## src/rtl/efc_pkg.sv

```systemverilog
// Shared types and the ECC200 symbol size table for the finder classifier.
package efc_pkg;

  localparam int DIM_W     = 8;   // symbol size and module position width
  localparam int SPAN_W    = 5;   // region span (data region + 2), at most 26
  localparam int MULT_W    = 3;   // region boundaries below a position, at most 5
  localparam int MAX_MULT  = 5;
  localparam int SIZE_COUNT = 30;

  typedef struct packed {
    logic [DIM_W-1:0]  rows;
    logic [DIM_W-1:0]  cols;
    logic [SPAN_W-1:0] reg_rows;
    logic [SPAN_W-1:0] reg_cols;
  } size_entry_t;

  // Lookup result handed from the size table to the pipeline.
  typedef struct packed {
    logic              legal;
    logic [SPAN_W-1:0] span_r;
    logic [SPAN_W-1:0] span_c;
  } size_info_t;

  localparam size_entry_t SIZE_TABLE [SIZE_COUNT] = '{
    '{8'd10,  8'd10,  5'd8,  5'd8 }, '{8'd12,  8'd12,  5'd10, 5'd10},
    '{8'd14,  8'd14,  5'd12, 5'd12}, '{8'd16,  8'd16,  5'd14, 5'd14},
    '{8'd18,  8'd18,  5'd16, 5'd16}, '{8'd20,  8'd20,  5'd18, 5'd18},
    '{8'd22,  8'd22,  5'd20, 5'd20}, '{8'd24,  8'd24,  5'd22, 5'd22},
    '{8'd26,  8'd26,  5'd24, 5'd24}, '{8'd32,  8'd32,  5'd14, 5'd14},
    '{8'd36,  8'd36,  5'd16, 5'd16}, '{8'd40,  8'd40,  5'd18, 5'd18},
    '{8'd44,  8'd44,  5'd20, 5'd20}, '{8'd48,  8'd48,  5'd22, 5'd22},
    '{8'd52,  8'd52,  5'd24, 5'd24}, '{8'd64,  8'd64,  5'd14, 5'd14},
    '{8'd72,  8'd72,  5'd16, 5'd16}, '{8'd80,  8'd80,  5'd18, 5'd18},
    '{8'd88,  8'd88,  5'd20, 5'd20}, '{8'd96,  8'd96,  5'd22, 5'd22},
    '{8'd104, 8'd104, 5'd24, 5'd24}, '{8'd120, 8'd120, 5'd18, 5'd18},
    '{8'd132, 8'd132, 5'd20, 5'd20}, '{8'd144, 8'd144, 5'd22, 5'd22},
    '{8'd8,   8'd18,  5'd6,  5'd16}, '{8'd8,   8'd32,  5'd6,  5'd14},
    '{8'd12,  8'd26,  5'd10, 5'd24}, '{8'd12,  8'd36,  5'd10, 5'd16},
    '{8'd16,  8'd36,  5'd14, 5'd16}, '{8'd16,  8'd48,  5'd14, 5'd22}
  };

endpackage

```

## src/rtl/ecc200_finder_module_classifier.sv

```systemverilog
// Top level: three-stage ECC200 finder/alignment pattern module classifier.
//
//  channel | ports                                   | moves
//  --------+-----------------------------------------+------------------------------
//  in      | in_valid/in_ready, in_module_row/column | one module position per beat
//  out     | out_valid/out_ready, out_is_finder,     | one classification per beat
//          | out_expected_black, out_size_legal      |
//  cfg     | cfg_wr_en, cfg_index, cfg_wr_data       | register write, no wait
//
// Input beats pass through the stage 1, 2 and 3 registers to output valid; one
// beat per cycle sustained while out_ready is high. Stage 1 does the size-table
// match and bounds check, stage 2 counts region boundaries below the position,
// stage 3 forms the local position and classifies it into the output register.
// Synchronous active-low reset clears the stage valids and loads 10x10;
// in_ready stays low while reset is held.
// A stall at out_ready freezes every full stage behind it; empty stages still fill.
module ecc200_finder_module_classifier (
  input  logic                      clk,
  input  logic                      rst_n,
  input  logic                      cfg_wr_en,
  input  logic                      cfg_index,
  input  logic [efc_pkg::DIM_W-1:0] cfg_wr_data,
  input  logic                      in_valid,
  output logic                      in_ready,
  input  logic [efc_pkg::DIM_W-1:0] in_module_row,
  input  logic [efc_pkg::DIM_W-1:0] in_module_column,
  output logic                      out_valid,
  input  logic                      out_ready,
  output logic                      out_is_finder,
  output logic                      out_expected_black,
  output logic                      out_size_legal
);
  import efc_pkg::*;

  localparam logic REG_SYMBOL_ROWS    = 1'b0;
  localparam logic REG_SYMBOL_COLUMNS = 1'b1;
  localparam logic [DIM_W-1:0] SIZE_RESET = DIM_W'(10);

  // configuration
  logic [DIM_W-1:0] sym_rows_r, sym_cols_r;

  always_ff @(posedge clk) begin
    if (!rst_n) begin
      sym_rows_r <= SIZE_RESET;
      sym_cols_r <= SIZE_RESET;
    end else if (cfg_wr_en) begin
      unique case (cfg_index)
        REG_SYMBOL_ROWS:    sym_rows_r <= cfg_wr_data;
        REG_SYMBOL_COLUMNS: sym_cols_r <= cfg_wr_data;
        default:            ;
      endcase
    end
  end

  size_info_t size_info;

  efc_size_lut u_lut (
    .rows (sym_rows_r),
    .cols (sym_cols_r),
    .info (size_info)
  );

  // stage enables: a stage loads when it is empty or its beat moves on
  logic en1, en2, en3;
  logic v1_r, v2_r, v3_r;

  assign en3      = !v3_r || out_ready;
  assign en2      = !v2_r || en3;
  assign en1      = !v1_r || en2;
  assign in_ready = en1 && rst_n;

  always_ff @(posedge clk) begin
    if (!rst_n) begin
      v1_r <= 1'b0;
      v2_r <= 1'b0;
      v3_r <= 1'b0;
    end else begin
      if (en1) v1_r <= in_valid;
      if (en2) v2_r <= v1_r;
      if (en3) v3_r <= v2_r;
    end
  end

  // stage 1: size match and bounds
  // Every legal size is a whole number of regions, so no divisibility check.
  logic [DIM_W-1:0]  s1_row_r, s1_col_r;
  logic              s1_legal_r, s1_ok_r;
  logic [SPAN_W-1:0] s1_span_r_r, s1_span_c_r;

  always_ff @(posedge clk) begin
    if (en1) begin
      s1_row_r    <= in_module_row;
      s1_col_r    <= in_module_column;
      s1_legal_r  <= size_info.legal;
      s1_ok_r     <= size_info.legal && (in_module_row < sym_rows_r)
                     && (in_module_column < sym_cols_r);
      s1_span_r_r <= size_info.span_r;
      s1_span_c_r <= size_info.span_c;
    end
  end

  // stage 2: region index = number of span multiples not above the position
  // (at most five, since a symbol has at most six regions per side)
  logic [MULT_W-1:0] k_row_nxt, k_col_nxt;

  always_comb begin
    k_row_nxt = '0;
    k_col_nxt = '0;
    for (int m = 1; m <= MAX_MULT; m++) begin
      if (DIM_W'(m) * DIM_W'(s1_span_r_r) <= s1_row_r) k_row_nxt = k_row_nxt + MULT_W'(1);
      if (DIM_W'(m) * DIM_W'(s1_span_c_r) <= s1_col_r) k_col_nxt = k_col_nxt + MULT_W'(1);
    end
  end

  logic [DIM_W-1:0]  s2_row_r, s2_col_r;
  logic              s2_legal_r, s2_ok_r;
  logic [SPAN_W-1:0] s2_span_r_r, s2_span_c_r;
  logic [MULT_W-1:0] s2_k_row_r, s2_k_col_r;

  always_ff @(posedge clk) begin
    if (en2) begin
      s2_row_r    <= s1_row_r;
      s2_col_r    <= s1_col_r;
      s2_legal_r  <= s1_legal_r;
      s2_ok_r     <= s1_ok_r;
      s2_span_r_r <= s1_span_r_r;
      s2_span_c_r <= s1_span_c_r;
      s2_k_row_r  <= k_row_nxt;
      s2_k_col_r  <= k_col_nxt;
    end
  end

  // stage 3: local position within the region, then border classification
  logic [DIM_W-1:0]  base_row, base_col;
  logic [SPAN_W-1:0] lr, lc;
  logic              finder_nxt, black_nxt;

  always_comb begin
    base_row   = DIM_W'(s2_k_row_r) * DIM_W'(s2_span_r_r);
    base_col   = DIM_W'(s2_k_col_r) * DIM_W'(s2_span_c_r);
    lr         = SPAN_W'(s2_row_r - base_row);
    lc         = SPAN_W'(s2_col_r - base_col);
    finder_nxt = 1'b0;
    black_nxt  = 1'b0;
    if (s2_ok_r) begin
      if (lc == '0 || lr == s2_span_r_r - SPAN_W'(1)) begin
        // solid left column / bottom row
        finder_nxt = 1'b1;
        black_nxt  = 1'b1;
      end else if (lr == '0) begin
        // clock track on top row: dark on even columns
        finder_nxt = 1'b1;
        black_nxt  = !lc[0];
      end else if (lc == s2_span_c_r - SPAN_W'(1)) begin
        // clock track on right column: dark on odd rows
        finder_nxt = 1'b1;
        black_nxt  = lr[0];
      end
    end
  end

  logic finder_r, black_r, legal_r;

  always_ff @(posedge clk) begin
    if (en3) begin
      finder_r <= finder_nxt;
      black_r  <= black_nxt;
      legal_r  <= s2_legal_r;
    end
  end

  assign out_valid          = v3_r;
  assign out_is_finder      = finder_r;
  assign out_expected_black = black_r;
  assign out_size_legal     = legal_r;

endmodule

```

## src/rtl/efc_size_lut.sv

```systemverilog
// Symbol size table match: legal flag and region spans for the configured size.
module efc_size_lut (
  input  logic [efc_pkg::DIM_W-1:0] rows,
  input  logic [efc_pkg::DIM_W-1:0] cols,
  output efc_pkg::size_info_t       info
);
  import efc_pkg::*;

  logic [SIZE_COUNT-1:0] hit;

  // Entries are unique, so at most one hit; spans are OR-combined.
  always_comb begin
    info = '0;
    for (int i = 0; i < SIZE_COUNT; i++) begin
      hit[i] = (SIZE_TABLE[i].rows == rows) && (SIZE_TABLE[i].cols == cols);
      if (hit[i]) begin
        info.span_r = info.span_r | (SIZE_TABLE[i].reg_rows + SPAN_W'(2));
        info.span_c = info.span_c | (SIZE_TABLE[i].reg_cols + SPAN_W'(2));
      end
    end
    info.legal = |hit;
  end

endmodule
```

## config.mk

```make
export PLATFORM = sky130hd
export DESIGN_NAME = ecc200_finder_module_classifier
export DESIGN_NICKNAME = d
export VERILOG_FILES = /design/src/rtl/efc_pkg.sv /design/src/rtl/ecc200_finder_module_classifier.sv /design/src/rtl/efc_size_lut.sv
export SDC_FILE = /design/constraint.sdc
export NUM_CORES = 1
export LEC_CHECK = 0
export BUFFER_PORTS_ARGS = -buffer_cell sky130_fd_sc_hd__buf_4
export CAP_MARGIN = 10
export CORE_MARGIN = 2
export CORE_UTILIZATION = 53
export CTS_BUF_LIST = sky130_fd_sc_hd__clkbuf_2
export DETAILED_ROUTE_END_ITERATION = 8
export GPL_ROUTABILITY_DRIVEN = 0
export PLACE_DENSITY = 0.79
export REMOVE_ABC_BUFFERS = 1
export SLEW_MARGIN = 20
export SYNTH_ARGS = -nofsm -noshare
export SYNTH_HDL_FRONTEND = slang
export SYNTH_SLANG_ARGS = --single-unit
```

## constraint.sdc

```tcl
create_clock -name clk -period 7.4 [get_ports clk]
set_input_delay 0.74 -clock clk [delete_from_list [all_inputs] [get_ports clk]]
set_output_delay 0.74 -clock clk [all_outputs]
set_load 0.005 [all_outputs]
```

# Word level (Yosys, flattened, before mapping)
# Index checks and enable logic that the tools add are counted.
# totals
word_cells,233
input_bits,30
regBits,78
output_inout_bits,5
# op_classes
reduce_logical,48
n_eq_ne,57
addsub,12
n_mux,73
mul,6
n_lt_le_gt_ge,12
# op_table
op,n
10-bit 2-to-1 mux,21
7-bit by 8-bit == test with 1-bit output (first input constant),14
5-bit by 8-bit == test with 1-bit output (first input constant),12
6-bit by 8-bit == test with 1-bit output (first input constant),12
8-bit 2-to-1 mux,10
9-bit 2-to-1 mux,7
4-bit by 8-bit == test with 1-bit output (first input constant),7
1-bit logical AND,33
8-bit == test (first input constant),4
7-bit by 8-bit <= comparator with 1-bit output,4
30-bit OR reduction,1
27-bit OR reduction,1
1-bit 2-to-1 mux,26
3-bit by 1-bit adder with 3-bit output (second input constant),8
3-bit 2-to-1 mux,8
5-bit by 8-bit <= comparator with 1-bit output,2
6-bit by 8-bit <= comparator with 1-bit output,2
8-bit <= comparator,2
8-bit less-than comparator,2
3-bit by 5-bit multiplier with 8-bit output (first input constant),2
2-bit by 5-bit multiplier with 7-bit output (first input constant),2
5-bit == test,2
5-bit logical NOT,2
3-bit by 5-bit multiplier with 5-bit output,2
9 further kinds,22

# Longest topological paths before layout
# Gate-level depths: netlist (run 1).
# logic_depth
depth_word,31
mapped_depth,17
depth_no_buf,17

# By module
# Synthesis (run 1) repeated with hierarchy kept, for this count alone.
# hier_totals
hier_cells,719
area_unflattened_um2,7066.8
# by_module_without_submodules
mod,area_per_inst_um2,seq_area_each_um2,n_inst,cells_each
ecc200_finder_module_classifier,6289.8,2152.1,1,611
efc_size_lut,777.0,0.0,1,108

# Worst setup path before layout (run 1)
# No wires, ideal clock.
# synth_timing
path_kind,reg2reg
start,register s1_span_c_r[2]
end,register s2_k_col_r[1] (data pin)
arrival_ns,3.359
path_stages_with_launch,14
path_buffers,0
required_time_ns,7.140
path_slack_ns,3.781
setup_time_ns,0.260
synth_period_minus_slack_ns,3.619
path_cell_list,edfxtp_1 ha_1 fa_1 xnor2_1 ha_1 and3_1 nand4_1 o21ai_1 a211o_1 xor2_1 ha_1 mux2_2 ha_1 mux2_2
# synth_between
elab_chain_len,10
word_cells_on_any_way,16
classes_between,4 x add/sub; 2 x mul; 5 x order compare; 5 x mux
# synth_rtl
item,line_no,text
from (decl),ecc200_finder_module_classifier.sv:88,"logic [SPAN_W-1:0] s1_span_r_r, s1_span_c_r;"
from (signal assigned),ecc200_finder_module_classifier.sv:98,s1_span_c_r <= size_info.span_c;
branches (longest 9 deep; another with 7-bit by 8-bit <= comparator with 1-bit output),-,
3-bit 2-to-1 mux (*),ecc200_finder_module_classifier.sv:111,if (DIM_W'(m) * DIM_W'(s1_span_c_r) <= s1_col_r) k_col_nxt = k_col_nxt + MULT_W'(1);
net k_col_nxt[1],ecc200_finder_module_classifier.sv:104,"logic [MULT_W-1:0] k_row_nxt, k_col_nxt;"
to (signal assigned),ecc200_finder_module_classifier.sv:129,s2_k_col_r <= k_col_nxt;
to (decl),ecc200_finder_module_classifier.sv:118,"logic [MULT_W-1:0] s2_k_row_r, s2_k_col_r;"
# Mark *: on every way through the listed nets, which the timed path passes.
# A chain may end at the register's enable or synchronous reset.

# Worst setup path in the final report (run 1)
# Same ends and word-level chain as after synthesis.

==> out/metrics.cfg, run 1 <==
[power_and_ir_drop]
intPower_mw=0.718
p_leak_nw=2.96
cellPowerDensity_mw_per_mm2=164
power.share.sequential_pct=49.2
ir_drop_v=0.0000967
power_switching_mw=0.321
p_sw_share_pct=30.9
totalPowerFinal_mw=1.04
pwr-share-clk_pct=24.8
p_comb_share_pct=25.9

[sta]
hold_viol=0
fmax_mhz=248
worstMarginPinSlew_ns=1.05
slew_headroom_pct=30.1
fin_setup_tns_ns=0
period_needed_ns=4.03
skew_ns=0.0361
setup_viol=0
fin_crit_sh_pct=54.5
final-max-slew-violation-count=0
rsz0062_at_grt=no

[setup_path]
worstReg2RegEnd=s2_k_col_r[1]$_DFFE_PP_
setup.worst_path.end=s2_k_col_r[1]$_DFFE_PP_
critPathLaunch=s1_span_c_r[2]$_DFFE_PP_
cp_max_fo=8
cp.arrival_ns=4.33
r2r-start=s1_span_c_r[2]$_DFFE_PP_
crit_path_end_kind=flop
critPathLaunchType=flop
reg2reg_slack_ns=3.37
required_ns=7.70
r2r_cells=13
path_class=reg2reg

[global_route]
grt_usage_pct=22.9
grt.overflow.total=0
grt_pass1_wl_um=21300
grt_pass1_vias=4617
antenna_found_initial=0
grt_max_degree=29

[clock_network]
tritoncts=done
cts_buffer_depth=2
root_buffer=clkbuf_2
htreeDepth=3
clkTransAtPathRegs_ns=0.22
cts-resized-gates=0
numCtsBuffers=9
post-cts-setup-buffers=0
ctsHoldBuffers=0
clock_sinks=74
clk-insertion-delay-late_ns=0.53

[floorplan]
std_cell_rows=38
coreArea_mm2=0.0107
dieArea_mm2=0.0118
dieHeight_um=109
initial_core_util_pct=54.0
die_x_um=109
io_pins=35

[logic_synthesis]
synth_seq_cells=74
synth.area.mux_share_pct=1.12
synthDominantCellAreaShare_pct=28.4
synth_fa_ha_area_share_pct=22.6
synth_compound_area_share_pct=13.2
yosys_warnings=0
synthCells=582
yosys.area_share.simple_pct=16.6
synth_area_leaders=edfxtp_1, ha_1, dfxtp_1
synth_top_area_cell=edfxtp_1
synthDistinctLibCells=58
synth_edf_count=55
synthTopCellsByCount=ha_1, nand2_1, edfxtp_1, inv_1
seq_area_frac_synth_pct=35.0
ys.flop_type=edfxtp_1
async_reset_ff_share_pct=0
synth_top_family_by_area=adder cells
synth.most_common_cell=ha_1
syn_area_mm2=0.00581
synth_xor_area_share_pct=7.11
synth_area_per_cell_um2=9.98

[routing]
vias_per_cell=5.86
wl_per_cell_um=16.5
drt-initial-drc-count=307
drc=0
drtPass1Iterations=5
ant_nets=0
dr_total_vias=4461
wl_um=12500

[hold_path]
hp-start=in_module_column[4]
hold_class=in2reg

[placed_design]
port_buffers=34
dp_hpwl_um=10000

[run]
timing.max_cap.violations=0

[layout]
insertedDiodeCount=0
fillers=951
drive_gt1_share_pct=9.98
multi_input_area_mm2=0.00352
regArea_mm2=0.00203
layout.nets=746
area_growth_pct=9.03

[run_status]
outcome=complete, no violations

==> registers in the layout, summed over array words and instances (netlist names), 3 cells and up <==
name / flops
s2_k_row_r: 3
s2_span_r_r: 4
s1_span_r_r: 4
sym_cols_r: 8
s1_row_r: 8
sym_rows_r: 8
s2_span_c_r: 4
s1_span_c_r: 4
s2_row_r: 5
s1_col_r: 8
s2_k_col_r: 3
s2_col_r: 5
==> stage by stage <==
step | cells | setup slack (ns) | area [um2] | util [%] | hold WS, ns
global route | 761 | 3.21 | 6330 | 58.9 | 0.341
floorplan | 570 | 3.78 | 5750 | - | 0.400
finish | 761 | 3.37 | 6330 | 58.9 | 0.390
detailed placement | 745 | 3.44 | 6190 | 57.6 | 0.405
global placement | 745 | 3.69 | 6190 | 57.6 | 0.406
CTS | 761 | 3.40 | 6330 | 58.9 | 0.351
==> worst max-delay path: stages, from the launching register on <==
cell,delay (ns)
edfxtp_1,0.59
ha_1,0.28
fa_1,0.42
xnor2_1,0.19
ha_1,0.26
and3_1,0.18
nand4_1,0.09
o21ai_1,0.08
a211o_1,0.29
xor2_1,0.28
ha_1,0.29
mux2_2,0.28
ha_1,0.29
mux2_2,0.27
==> per-layer routing <==
layer / routed length, um / GRT usage [%] / share of wire, %
met5: 0 / 0 / 0
met4: 282 / 9.07 / 2.2
met3: 636 / 3.65 / 5.1
met2: 6390 / 40.4 / 51
met1: 5240 / 28.1 / 42
==> power by group through the flow <==
stage / Combinational [mW] / Sequential, mW / Clock [mW]
floorplan: 0.198 / 0.508 / 0
global placement: 0.249 / 0.519 / 0
detailed placement: 0.266 / 0.521 / 0
CTS: 0.268 / 0.512 / 0.263
global route: 0.301 / 0.517 / 0.277
finish: 0.269 / 0.512 / 0.258
==> area by class of cell <==
class	count	area share [%]
tap	140	2.77
clock buffer	9	0.711
sequential	74	32.1
inverter	54	3.20
clock inverter	7	1.48
timing repair buffer	35	4.15
multi-input combinational	442	55.6
==> how the worst min path moves through the flow <==
stage | endpoint | slack (ns) | cells past startpoint
6_report | s1_col_r[4]$_DFFE_PP_ | 0.39 | 1
5_1_grt | s1_col_r[4]$_DFFE_PP_ | 0.34 | 1
4_1_cts | s1_row_r[2]$_DFFE_PP_ | 0.35 | 1
3_5_place_dp | s2_legal_r$_DFFE_PP_ | 0.41 | 0
3_3_place_gp | s2_ok_r$_DFFE_PP_ | 0.41 | 0
2_1_floorplan | out_size_legal$_DFFE_PP_ | 0.40 | 0
==> cell usage in the layout (no fill, tap or decap), types with 15 or more instances in the layout <==
cell | Yosys | layout
xor2_1 | 18 | 18
and2_1 | 16 | 16
nand2_1 | 57 | 57
ha_1 | 92 | 92
nor2b_1 | 15 | 15
a21o_1 | 17 | 17
nand3_1 | 17 | 17
edfxtp_1 | 55 | 55
nor2_1 | 17 | 17
inv_1 | 54 | 54
xnor2_1 | 24 | 24
a21oi_1 | 24 | 24
buf_4 | 0 | 35
dfxtp_1 | 19 | 19
==> cell families after synthesis <==
family | count (synthesis)
XOR/XNOR | 44
AO/OA/AOI/OAI | 111
AND/OR/NAND/NOR | 181
buffers and inverters | 66
multiplexers | 6
adder cells (fa/ha/maj) | 100
flip-flops | 74
Note: power is estimated with default switching activity, not from simulation.
==> run 2, diff against run 1 <==
- ABC_AREA: unset -> 1
- PLACE_DENSITY: 0.79 -> 0.82
- clock period: 7.4 -> 3.55 ns (I/O delays scaled with it)
==> run 2 against run 1 <==
Effect of this change:
- count of clock-buffer cells in the layout rose by 1
- non-clock buffer count rose by 47
- clock skew rose by 0.019 ns
- setup slack got worse by 3.3 ns
- global-route usage barely moved
- critical path type unchanged
- final cell count rose by 39%
- combinational power rose by 96%
- critical path depth rose by 8
- clock power rose to 2.7 times the previous value
- via count rose by 26%
- first-iteration DRC count fell by 12%
- worst hold slack got worse by 0.34 ns
==> out/metrics.cfg, run 2 <==
[run_status]
outcome=complete, no violations  ; unchanged

[setup_path]
r2r-start=s1_span_c_r[3]$_SDFFCE_PP1P_  ; was s1_span_c_r[2]$_DFFE_PP_
worstReg2RegEnd=s2_k_col_r[2]$_DFFE_PP_  ; was s2_k_col_r[1]$_DFFE_PP_
cp.arrival_ns=3.82  ; was 4.33 ns
reg2reg_slack_ns=0.04  ; was 3.37 ns
cp_max_fo=4  ; was 8
r2r_cells=21  ; was 13
required_ns=3.86  ; was 7.70 ns
critPathLaunchType=flop  ; unchanged
cp_slowest_cell=edfxtp_1  ; unchanged
path_class=reg2reg  ; unchanged
path_cells=ha_1, a21oi_2, o21ai_2, xor2_1, ha_1, nand2_1, nor2_1, nand2_1, nand2_1, nand2_2, buf_4, nand2_1, nand2_1, ha_1, or2_4, and2_4, ha_4, nand3_2, nand2_1, o21ai_1, nand2_1  ; was ha_1, fa_1, xnor2_1, ha_1, and3_1, nand4_1, o21ai_1, a211o_1, xor2_1, ha_1, mux2_2, ha_1, mux2_2
crit_path_end_kind=flop  ; unchanged
cpMostUsedCell=nand2_1  ; was ha_1
crit_path_max_incr_delay_ns=0.52  ; was 0.59 ns

[sta]
fin_setup_tns_ns=0  ; unchanged
rsz0062_at_grt=yes  ; was no
skew_ns=0.0551  ; was 0.0361 ns
final-max-slew-violation-count=0  ; unchanged
fmax_mhz=285  ; was 248 MHz
hold_viol=0  ; unchanged
period_needed_ns=3.51  ; was 4.03 ns
setup_viol=0  ; unchanged
fin_hold_ws_ns=0.0524  ; was 0.390 ns
worstMarginPinSlew_ns=0.945  ; was 1.05 ns
slew_headroom_pct=36.9  ; was 30.1%
fin_crit_sh_pct=98.9  ; was 54.5%
layout_setup_ws_ns=0.0382  ; was 3.37 ns

[logic_synthesis]
seq_area_frac_synth_pct=32.4  ; was 35.0%
synthDistinctLibCells=44  ; was 58
async_reset_ff_share_pct=0  ; unchanged
synthDominantCellAreaShare_pct=26.3  ; was 28.4%
synthCells=818  ; was 582
yosys_warnings=0  ; unchanged
synth_area_leaders=edfxtp_1, ha_1, nand2_1  ; was edfxtp_1, ha_1, dfxtp_1
synth_top_area_cell=edfxtp_1  ; unchanged
synth_edf_count=55  ; unchanged
synth.most_common_cell=nand2_1  ; was ha_1
ys.flop_type=edfxtp_1  ; unchanged
syn_area_mm2=0.00627  ; was 0.00581 mm2
synthTopCellsByCount=nand2_1, inv_1, ha_1, nor2_1, edfxtp_1  ; was ha_1, nand2_1, edfxtp_1, inv_1
synth_area_per_cell_um2=7.67  ; was 9.98 um2
synth_seq_cells=74  ; unchanged

[global_route]
grt_pass1_vias=5288  ; was 4617
grt_pass1_wl_um=23700  ; was 21300 um
antenna_found_initial=0  ; unchanged
grt_usage_pct=23.0  ; was 22.9%
grt_max_degree=29  ; unchanged
grt.overflow.total=0  ; unchanged

[power_and_ir_drop]
cellPowerDensity_mw_per_mm2=303  ; was 164 mW/mm2
p_comb_share_pct=23.4  ; was 25.9%
pwr-share-clk_pct=30.8  ; was 24.8%
totalPowerFinal_mw=2.25  ; was 1.04 mW
p_sw_share_pct=29.5  ; was 30.9%
p_leak_nw=3.91  ; was 2.96 nW
power.share.sequential_pct=45.8  ; was 49.2%
intPower_mw=1.59  ; was 0.718 mW
power_switching_mw=0.663  ; was 0.321 mW
ir_drop_v=0.000211  ; was 0.0000967 V

[placed_design]
dp_slack_ns=-0.0624  ; was 3.44 ns
port_buffers=34  ; unchanged
dp.cells=1012  ; was 745
placed_cell_area_mm2=0.00685  ; was 0.00619 mm2
dp_hpwl_um=10900  ; was 10000 um

[hold_path]
hp-start=cfg_wr_data[2]  ; was in_module_column[4]
hold_end=sym_cols_r[2]$_SDFFE_PN0P_  ; was s1_col_r[4]$_DFFE_PP_
hold_depth=3  ; was 1
hold_class=in2reg  ; unchanged

[clock_network]
tritoncts=done  ; unchanged
root_buffer=clkbuf_2  ; unchanged
clk-insertion-delay-late_ns=0.55  ; was 0.53 ns
clkTransAtPathRegs_ns=0.25  ; was 0.22 ns
htreeDepth=3  ; unchanged
cts_buffer_depth=2  ; unchanged
clock_sinks=74  ; unchanged
numCtsBuffers=9  ; unchanged

[routing]
vias_per_cell=5.31  ; was 5.86
drc=0  ; unchanged
ant_nets=0  ; unchanged
drtPass1Iterations=5  ; unchanged
wl_per_cell_um=13.7  ; was 16.5 um
dr_total_vias=5602  ; was 4461
wl_um=14400  ; was 12500 um
drt-initial-drc-count=270  ; was 307

[layout]
fin_util_pct=64.6  ; was 58.9%
area_growth_pct=18.1  ; was 9.03%
fin_cells=1054  ; was 761
multi_input_area_mm2=0.00383  ; was 0.00352 mm2
insertedDiodeCount=0  ; unchanged
finalInstanceArea_mm2=0.00741  ; was 0.00633 mm2
fillers=899  ; was 951
layout.nets=1036  ; was 746
mostFrequentLayoutCell=nand2_1  ; was ha_1
drive_gt1_share_pct=16.4  ; was 9.98%
regArea_mm2=0.00203  ; unchanged
final_cell_mix=nand2_1, inv_1, ha_1  ; was ha_1, nand2_1, edfxtp_1

[floorplan]
dieArea_mm2=0.0127  ; was 0.0118 mm2
io_pins=35  ; unchanged
std_cell_rows=39  ; was 38
dieHeight_um=113  ; was 109 um
initial_core_util_pct=54.7  ; was 54.0%
coreArea_mm2=0.0115  ; was 0.0107 mm2
die_x_um=113  ; was 109 um

[run]
timing.max_cap.violations=0  ; unchanged

run 2: area by class of cell:
class / count / share of cell area, %
inverter: 138 / 6.99
tap: 143 / 2.41
clock buffer: 10 / 0.675
multi-input combinational: 601 / 51.6
timing repair buffer: 82 / 9.01
sequential: 74 / 27.4
clock inverter: 6 / 1.86
run 2: timing repair:
item,4_1_cts,5_1_grt
resized for setup,14,27
setup endpoints to repair,2,4
hold buffers,17,1
hold endpoints to repair,17,1
pin swaps,10,24
buffers inserted,3,5
run 2: worst max path at each step:
stage,start,end,slack [ns],cells past startpoint
3_3_place_gp,s1_span_c_r[2]$_DFFE_PP_,s2_k_col_r[2]$_DFFE_PP_,0.03,21
3_5_place_dp,s1_span_c_r[2]$_DFFE_PP_,s2_k_col_r[2]$_DFFE_PP_,-0.06,22
4_1_cts,s1_span_r_r[2]$_SDFFCE_PP1P_,s2_k_row_r[1]$_DFFE_PP_,0.04,18
6_report,s1_span_c_r[3]$_SDFFCE_PP1P_,s2_k_col_r[2]$_DFFE_PP_,0.04,21
5_1_grt,s1_span_c_r[2]$_DFFE_PP_,s2_k_col_r[2]$_DFFE_PP_,-0.17,22
2_1_floorplan,s1_span_c_r[3]$_SDFFCE_PP1P_,s2_k_col_r[2]$_DFFE_PP_,0.0002,21
run 2: metal layers:
layer / vias up / share of wire [%] / wire (um) / track usage [%]
met2: 189 / 48 / 6970 / 39.2
met5: - / 0 / 0 / 0
met3: 52 / 5.4 / 777 / 4.55
met4: 0 / 3.5 / 497 / 9.19
li1: 2865 / - / - / -
met1: 2496 / 43 / 6150 / 28.7
run 2: logic make-up (layout without fill, tap and decap cells):
| kind of cell | after synthesis | after routing | share of synthesized area [%] |
|---|---|---|---|
| AO/OA/AOI/OAI | 89 | 89 | 8.26 |
| adder cells (fa/ha/maj) | 100 | 100 | 20.9 |
| buffers and inverters | 143 | 236 | 8.57 |
| flip-flops | 74 | 74 | 32.4 |
| XOR/XNOR | 17 | 17 | 2.37 |
| AND/OR/NAND/NOR | 395 | 395 | 27.5 |
run 2: power groups by stage:
stage / Combinational, mW / Sequential, mW / Clock [mW]
6_report: 0.527 / 1.03 / 0.693
5_1_grt: 0.603 / 1.04 / 0.734
4_1_cts: 0.508 / 1.03 / 0.704
3_5_place_dp: 0.484 / 1.05 / 0
3_3_place_gp: 0.468 / 1.04 / 0
2_1_floorplan: 0.340 / 1.04 / 0
run 2: worst max-delay path: cells and delay by family, from the launching register on:
kind                       cells  cell delay (ns)
AOI/OAI and AO/OA              3             0.32
xor gates and xnor gates       1             0.14
adders and majority gates      4             1.05
buffers and inverters          1             0.14
DFF                            1             0.52
and+or+nand+nor               12             1.12
==> run 3, diff against run 2 <==
--- a/config.mk
+++ b/config.mk
@@ -12,3 +12,3 @@
 export CORE_UTILIZATION = 53
-export CTS_BUF_LIST = sky130_fd_sc_hd__clkbuf_2
+export CTS_BUF_LIST = sky130_fd_sc_hd__clkbuf_4
 export DETAILED_ROUTE_END_ITERATION = 8
--- a/constraint.sdc
+++ b/constraint.sdc
@@ -3,2 +3,2 @@
 set_output_delay 0.355 -clock clk [all_outputs]
-set_load 0.005 [all_outputs]
+set_load 0.05 [all_outputs]
==> run 3 against run 2 <==
Effect of this change:
- the run now ends with negative setup slack left
- worst hold slack improved by 0.032 ns
- final cell count shrank 1.5%
- clock power up 9.2%
- sequential share of layout area rose by 0.41 points
- non-clock buffer count shrank 16
- first-iteration DRC count grew 15%
- combinational power is essentially flat
- wire length down 2.0%
- clock skew decreased by 0.028 ns
- total power increased by 2.7%
- fmax is 2.0% lower
- critical endpoint unchanged
- largest cell class unchanged
==> out/metrics.cfg, run 3 (synthesis gave the netlist of run 2 again) <==
[run_status]
outcome=finished with violations  ; was complete, no violations
violations=negative setup slack

[global_route]
grt_usage_pct=22.4  ; was 23.0%
grt_pass1_vias=5145  ; was 5288
grt_max_degree=29  ; unchanged
antenna_found_initial=0  ; unchanged
grt_pass1_wl_um=23000  ; was 23700 um
grt.overflow.total=0  ; unchanged

[setup_path]
reg2reg_slack_ns=-0.03  ; was 0.04 ns
cp_slowest_cell=edfxtp_1  ; unchanged
cp.arrival_ns=3.80  ; was 3.82 ns
path_class=reg2reg  ; unchanged
required_ns=3.76  ; was 3.86 ns
crit_family=adder cells  ; was simple AND/OR/NAND/NOR gates
cp_max_fo=4  ; unchanged
setup.worst_path.end=s2_k_col_r[2]$_DFFE_PP_  ; unchanged
crit_path_end_kind=flop  ; unchanged
r2r-start=s1_span_c_r[3]$_SDFFCE_PP1P_  ; unchanged
crit_path_max_incr_delay_ns=0.49  ; was 0.52 ns
r2r_cells=21  ; unchanged
cp_num_buf_inv=1  ; unchanged
cp.depth=21  ; unchanged
critPathLaunchType=flop  ; unchanged
critPathLaunch=s1_span_c_r[3]$_SDFFCE_PP1P_  ; unchanged
worstReg2RegEnd=s2_k_col_r[2]$_DFFE_PP_  ; unchanged
cpMostUsedCell=nand2_1  ; unchanged
path_cells=ha_1, a21oi_2, o21ai_2, xor2_1, ha_1, a21oi_1, nor2_1, a21oi_1, nand2_1, nand2_2, buf_4, nand2_2, nand2_1, ha_4, or2_4, and2_4, ha_4, nand3_2, nand2_1, o21ai_1, nand2_1  ; was ha_1, a21oi_2, o21ai_2, xor2_1, ha_1, nand2_1, nor2_1, nand2_1, nand2_1, nand2_2, buf_4, nand2_1, nand2_1, ha_1, or2_4, and2_4, ha_4, nand3_2, nand2_1, o21ai_1, nand2_1

[clock_network]
clk-insertion-delay-late_ns=0.44  ; was 0.55 ns
tritoncts=done  ; unchanged
root_buffer=clkbuf_4  ; was clkbuf_2
htreeDepth=3  ; unchanged
cts_buffer_depth=2  ; unchanged
clkTransAtPathRegs_ns=0.14  ; was 0.25 ns
clock_sinks=74  ; unchanged
numCtsBuffers=9  ; unchanged

[layout]
finalInstanceArea_mm2=0.00730  ; was 0.00741 mm2
insertedDiodeCount=0  ; unchanged
fillers=929  ; was 899
area_growth_pct=16.4  ; was 18.1%
drive_gt1_share_pct=17.2  ; was 16.4%
layout.nets=1020  ; was 1036
fin_cells=1038  ; was 1054
mostFrequentLayoutCell=nand2_1  ; unchanged
final_cell_mix=nand2_1, inv_1, ha_1  ; unchanged

[power_and_ir_drop]
p_comb_share_pct=22.7  ; was 23.4%
power.share.sequential_pct=44.5  ; was 45.8%
power_switching_mw=0.676  ; was 0.663 mW
cellPowerDensity_mw_per_mm2=316  ; was 303 mW/mm2
p_leak_nw=3.85  ; was 3.91 nW
p_sw_share_pct=29.3  ; was 29.5%
pwr-share-clk_pct=32.8  ; was 30.8%
ir_drop_v=0.000270  ; was 0.000211 V
totalPowerFinal_mw=2.31  ; was 2.25 mW
intPower_mw=1.63  ; was 1.59 mW

[placed_design]
placed_cell_area_mm2=0.00685  ; unchanged
port_buffers=34  ; unchanged
dp_hpwl_um=10900  ; unchanged
dp.cells=1012  ; unchanged

[routing]
drc=0  ; unchanged
ant_nets=0  ; unchanged
wl_um=14100  ; was 14400 um
vias_per_cell=5.32  ; was 5.31
wl_per_cell_um=13.6  ; was 13.7 um
drt-initial-drc-count=310  ; was 270
dr_total_vias=5518  ; was 5602
drtPass1Iterations=5  ; unchanged

[sta]
fmax_mhz=279  ; was 285 MHz
fin_crit_sh_pct=101  ; was 98.9%
layout_setup_ws_ns=-0.0349  ; was 0.0382 ns
hold_viol=0  ; unchanged
fin_setup_tns_ns=-0.0349  ; was 0 ns
final-max-slew-violation-count=0  ; unchanged
worstMarginPinSlew_ns=0.941  ; was 0.945 ns
period_needed_ns=3.58  ; was 3.51 ns
rsz0062_at_grt=yes  ; unchanged
fin_hold_ws_ns=0.0846  ; was 0.0524 ns
setup_viol=1  ; was 0
slew_headroom_pct=37.2  ; was 36.9%
skew_ns=0.0274  ; was 0.0551 ns

[floorplan]
std_cell_rows=39  ; unchanged
initial_core_util_pct=54.7  ; unchanged
io_pins=35  ; unchanged
dieArea_mm2=0.0127  ; unchanged
die_x_um=113  ; unchanged
coreArea_mm2=0.0115  ; unchanged
dieHeight_um=113  ; unchanged

[run]
timing.max_cap.violations=0  ; unchanged

[hold_path]
hold_class=in2reg  ; unchanged

==> run 3: layer usage <==
| layer | routed length (um) | GRT usage [%] |
|---|---|---|
| met1 | 6050 | 28.7 |
| met2 | 6700 | 37.5 |
| met3 | 847 | 4.07 |
| met4 | 501 | 8.94 |
| met5 | 0 | 0 |
==> run 3: worst reg2reg max path: cells and delay by family, from the launching register on <==
family / cells / cell delay [ns]
XOR/XNOR: 1 / 0.16
buffers and inverters: 1 / 0.12
AO/OA/AOI/OAI: 5 / 0.64
adder cells (fa/ha/maj): 4 / 0.98
AND/OR/NAND/NOR: 10 / 0.95
flip-flops: 1 / 0.49
==> run 3: what timing repair did <==
item	in CTS	in global routing
hold endpoints to repair	0	0
pin swaps	8	27
endpoints found under the setup margin	2	4
resized for setup	9	35
hold buffers	0	0
buffers inserted	3	7
==> run 3: power groups by stage <==
| stage | logic (mW) | registers, mW | clock network, mW |
|---|---|---|---|
| after global placement | 0.478 | 1.04 | 0 |
| after CTS | 0.502 | 1.03 | 0.764 |
| final | 0.524 | 1.03 | 0.757 |
| after detailed placement | 0.495 | 1.05 | 0 |
| after global routing | 0.599 | 1.03 | 0.794 |
| after floorplan | 0.342 | 1.05 | 0 |
==> run 3: stage by stage <==
| stage | util [%] | setup slack [ns] |
|---|---|---|
| detailed placement | 59.8 | -0.0624 |
| global placement | 59.8 | 0.0270 |
| floorplan | - | 0.000208 |
| global route | 63.7 | -0.167 |
| CTS | 62.0 | 0.00474 |
| finish | 63.7 | -0.0349 |
==> run 3: layout make-up <==
class	instances	area (um2)	area share [%]
inverters	138	518	7.09
clock inverters	6	138	1.88
clock buffers	10	75.1	1.03
multi-input cells	601	3860	52.8
flip-flops and latches	74	2030	27.8
well taps	143	179	2.45
repair buffers	66	503	6.89
==> run 3: worst min path at each step <==
| stage | startpoint | to | slack, ns | cells past startpoint |
|---|---|---|---|---|
| floorplan | s2_legal_r$_DFFE_PP_ | out_size_legal$_DFFE_PP_ | 0.40 | 0 |
| global placement | s1_ok_r$_DFFE_PP_ | s2_ok_r$_DFFE_PP_ | 0.41 | 0 |
| detailed placement | s1_ok_r$_DFFE_PP_ | s2_ok_r$_DFFE_PP_ | 0.41 | 0 |
| CTS | in_module_column[0] | s1_col_r[0]$_DFFE_PP_ | 0.07 | 1 |
| global route | in_module_column[0] | s1_col_r[0]$_DFFE_PP_ | 0.06 | 1 |
| finish | in_module_column[0] | s1_col_r[0]$_DFFE_PP_ | 0.08 | 1 |
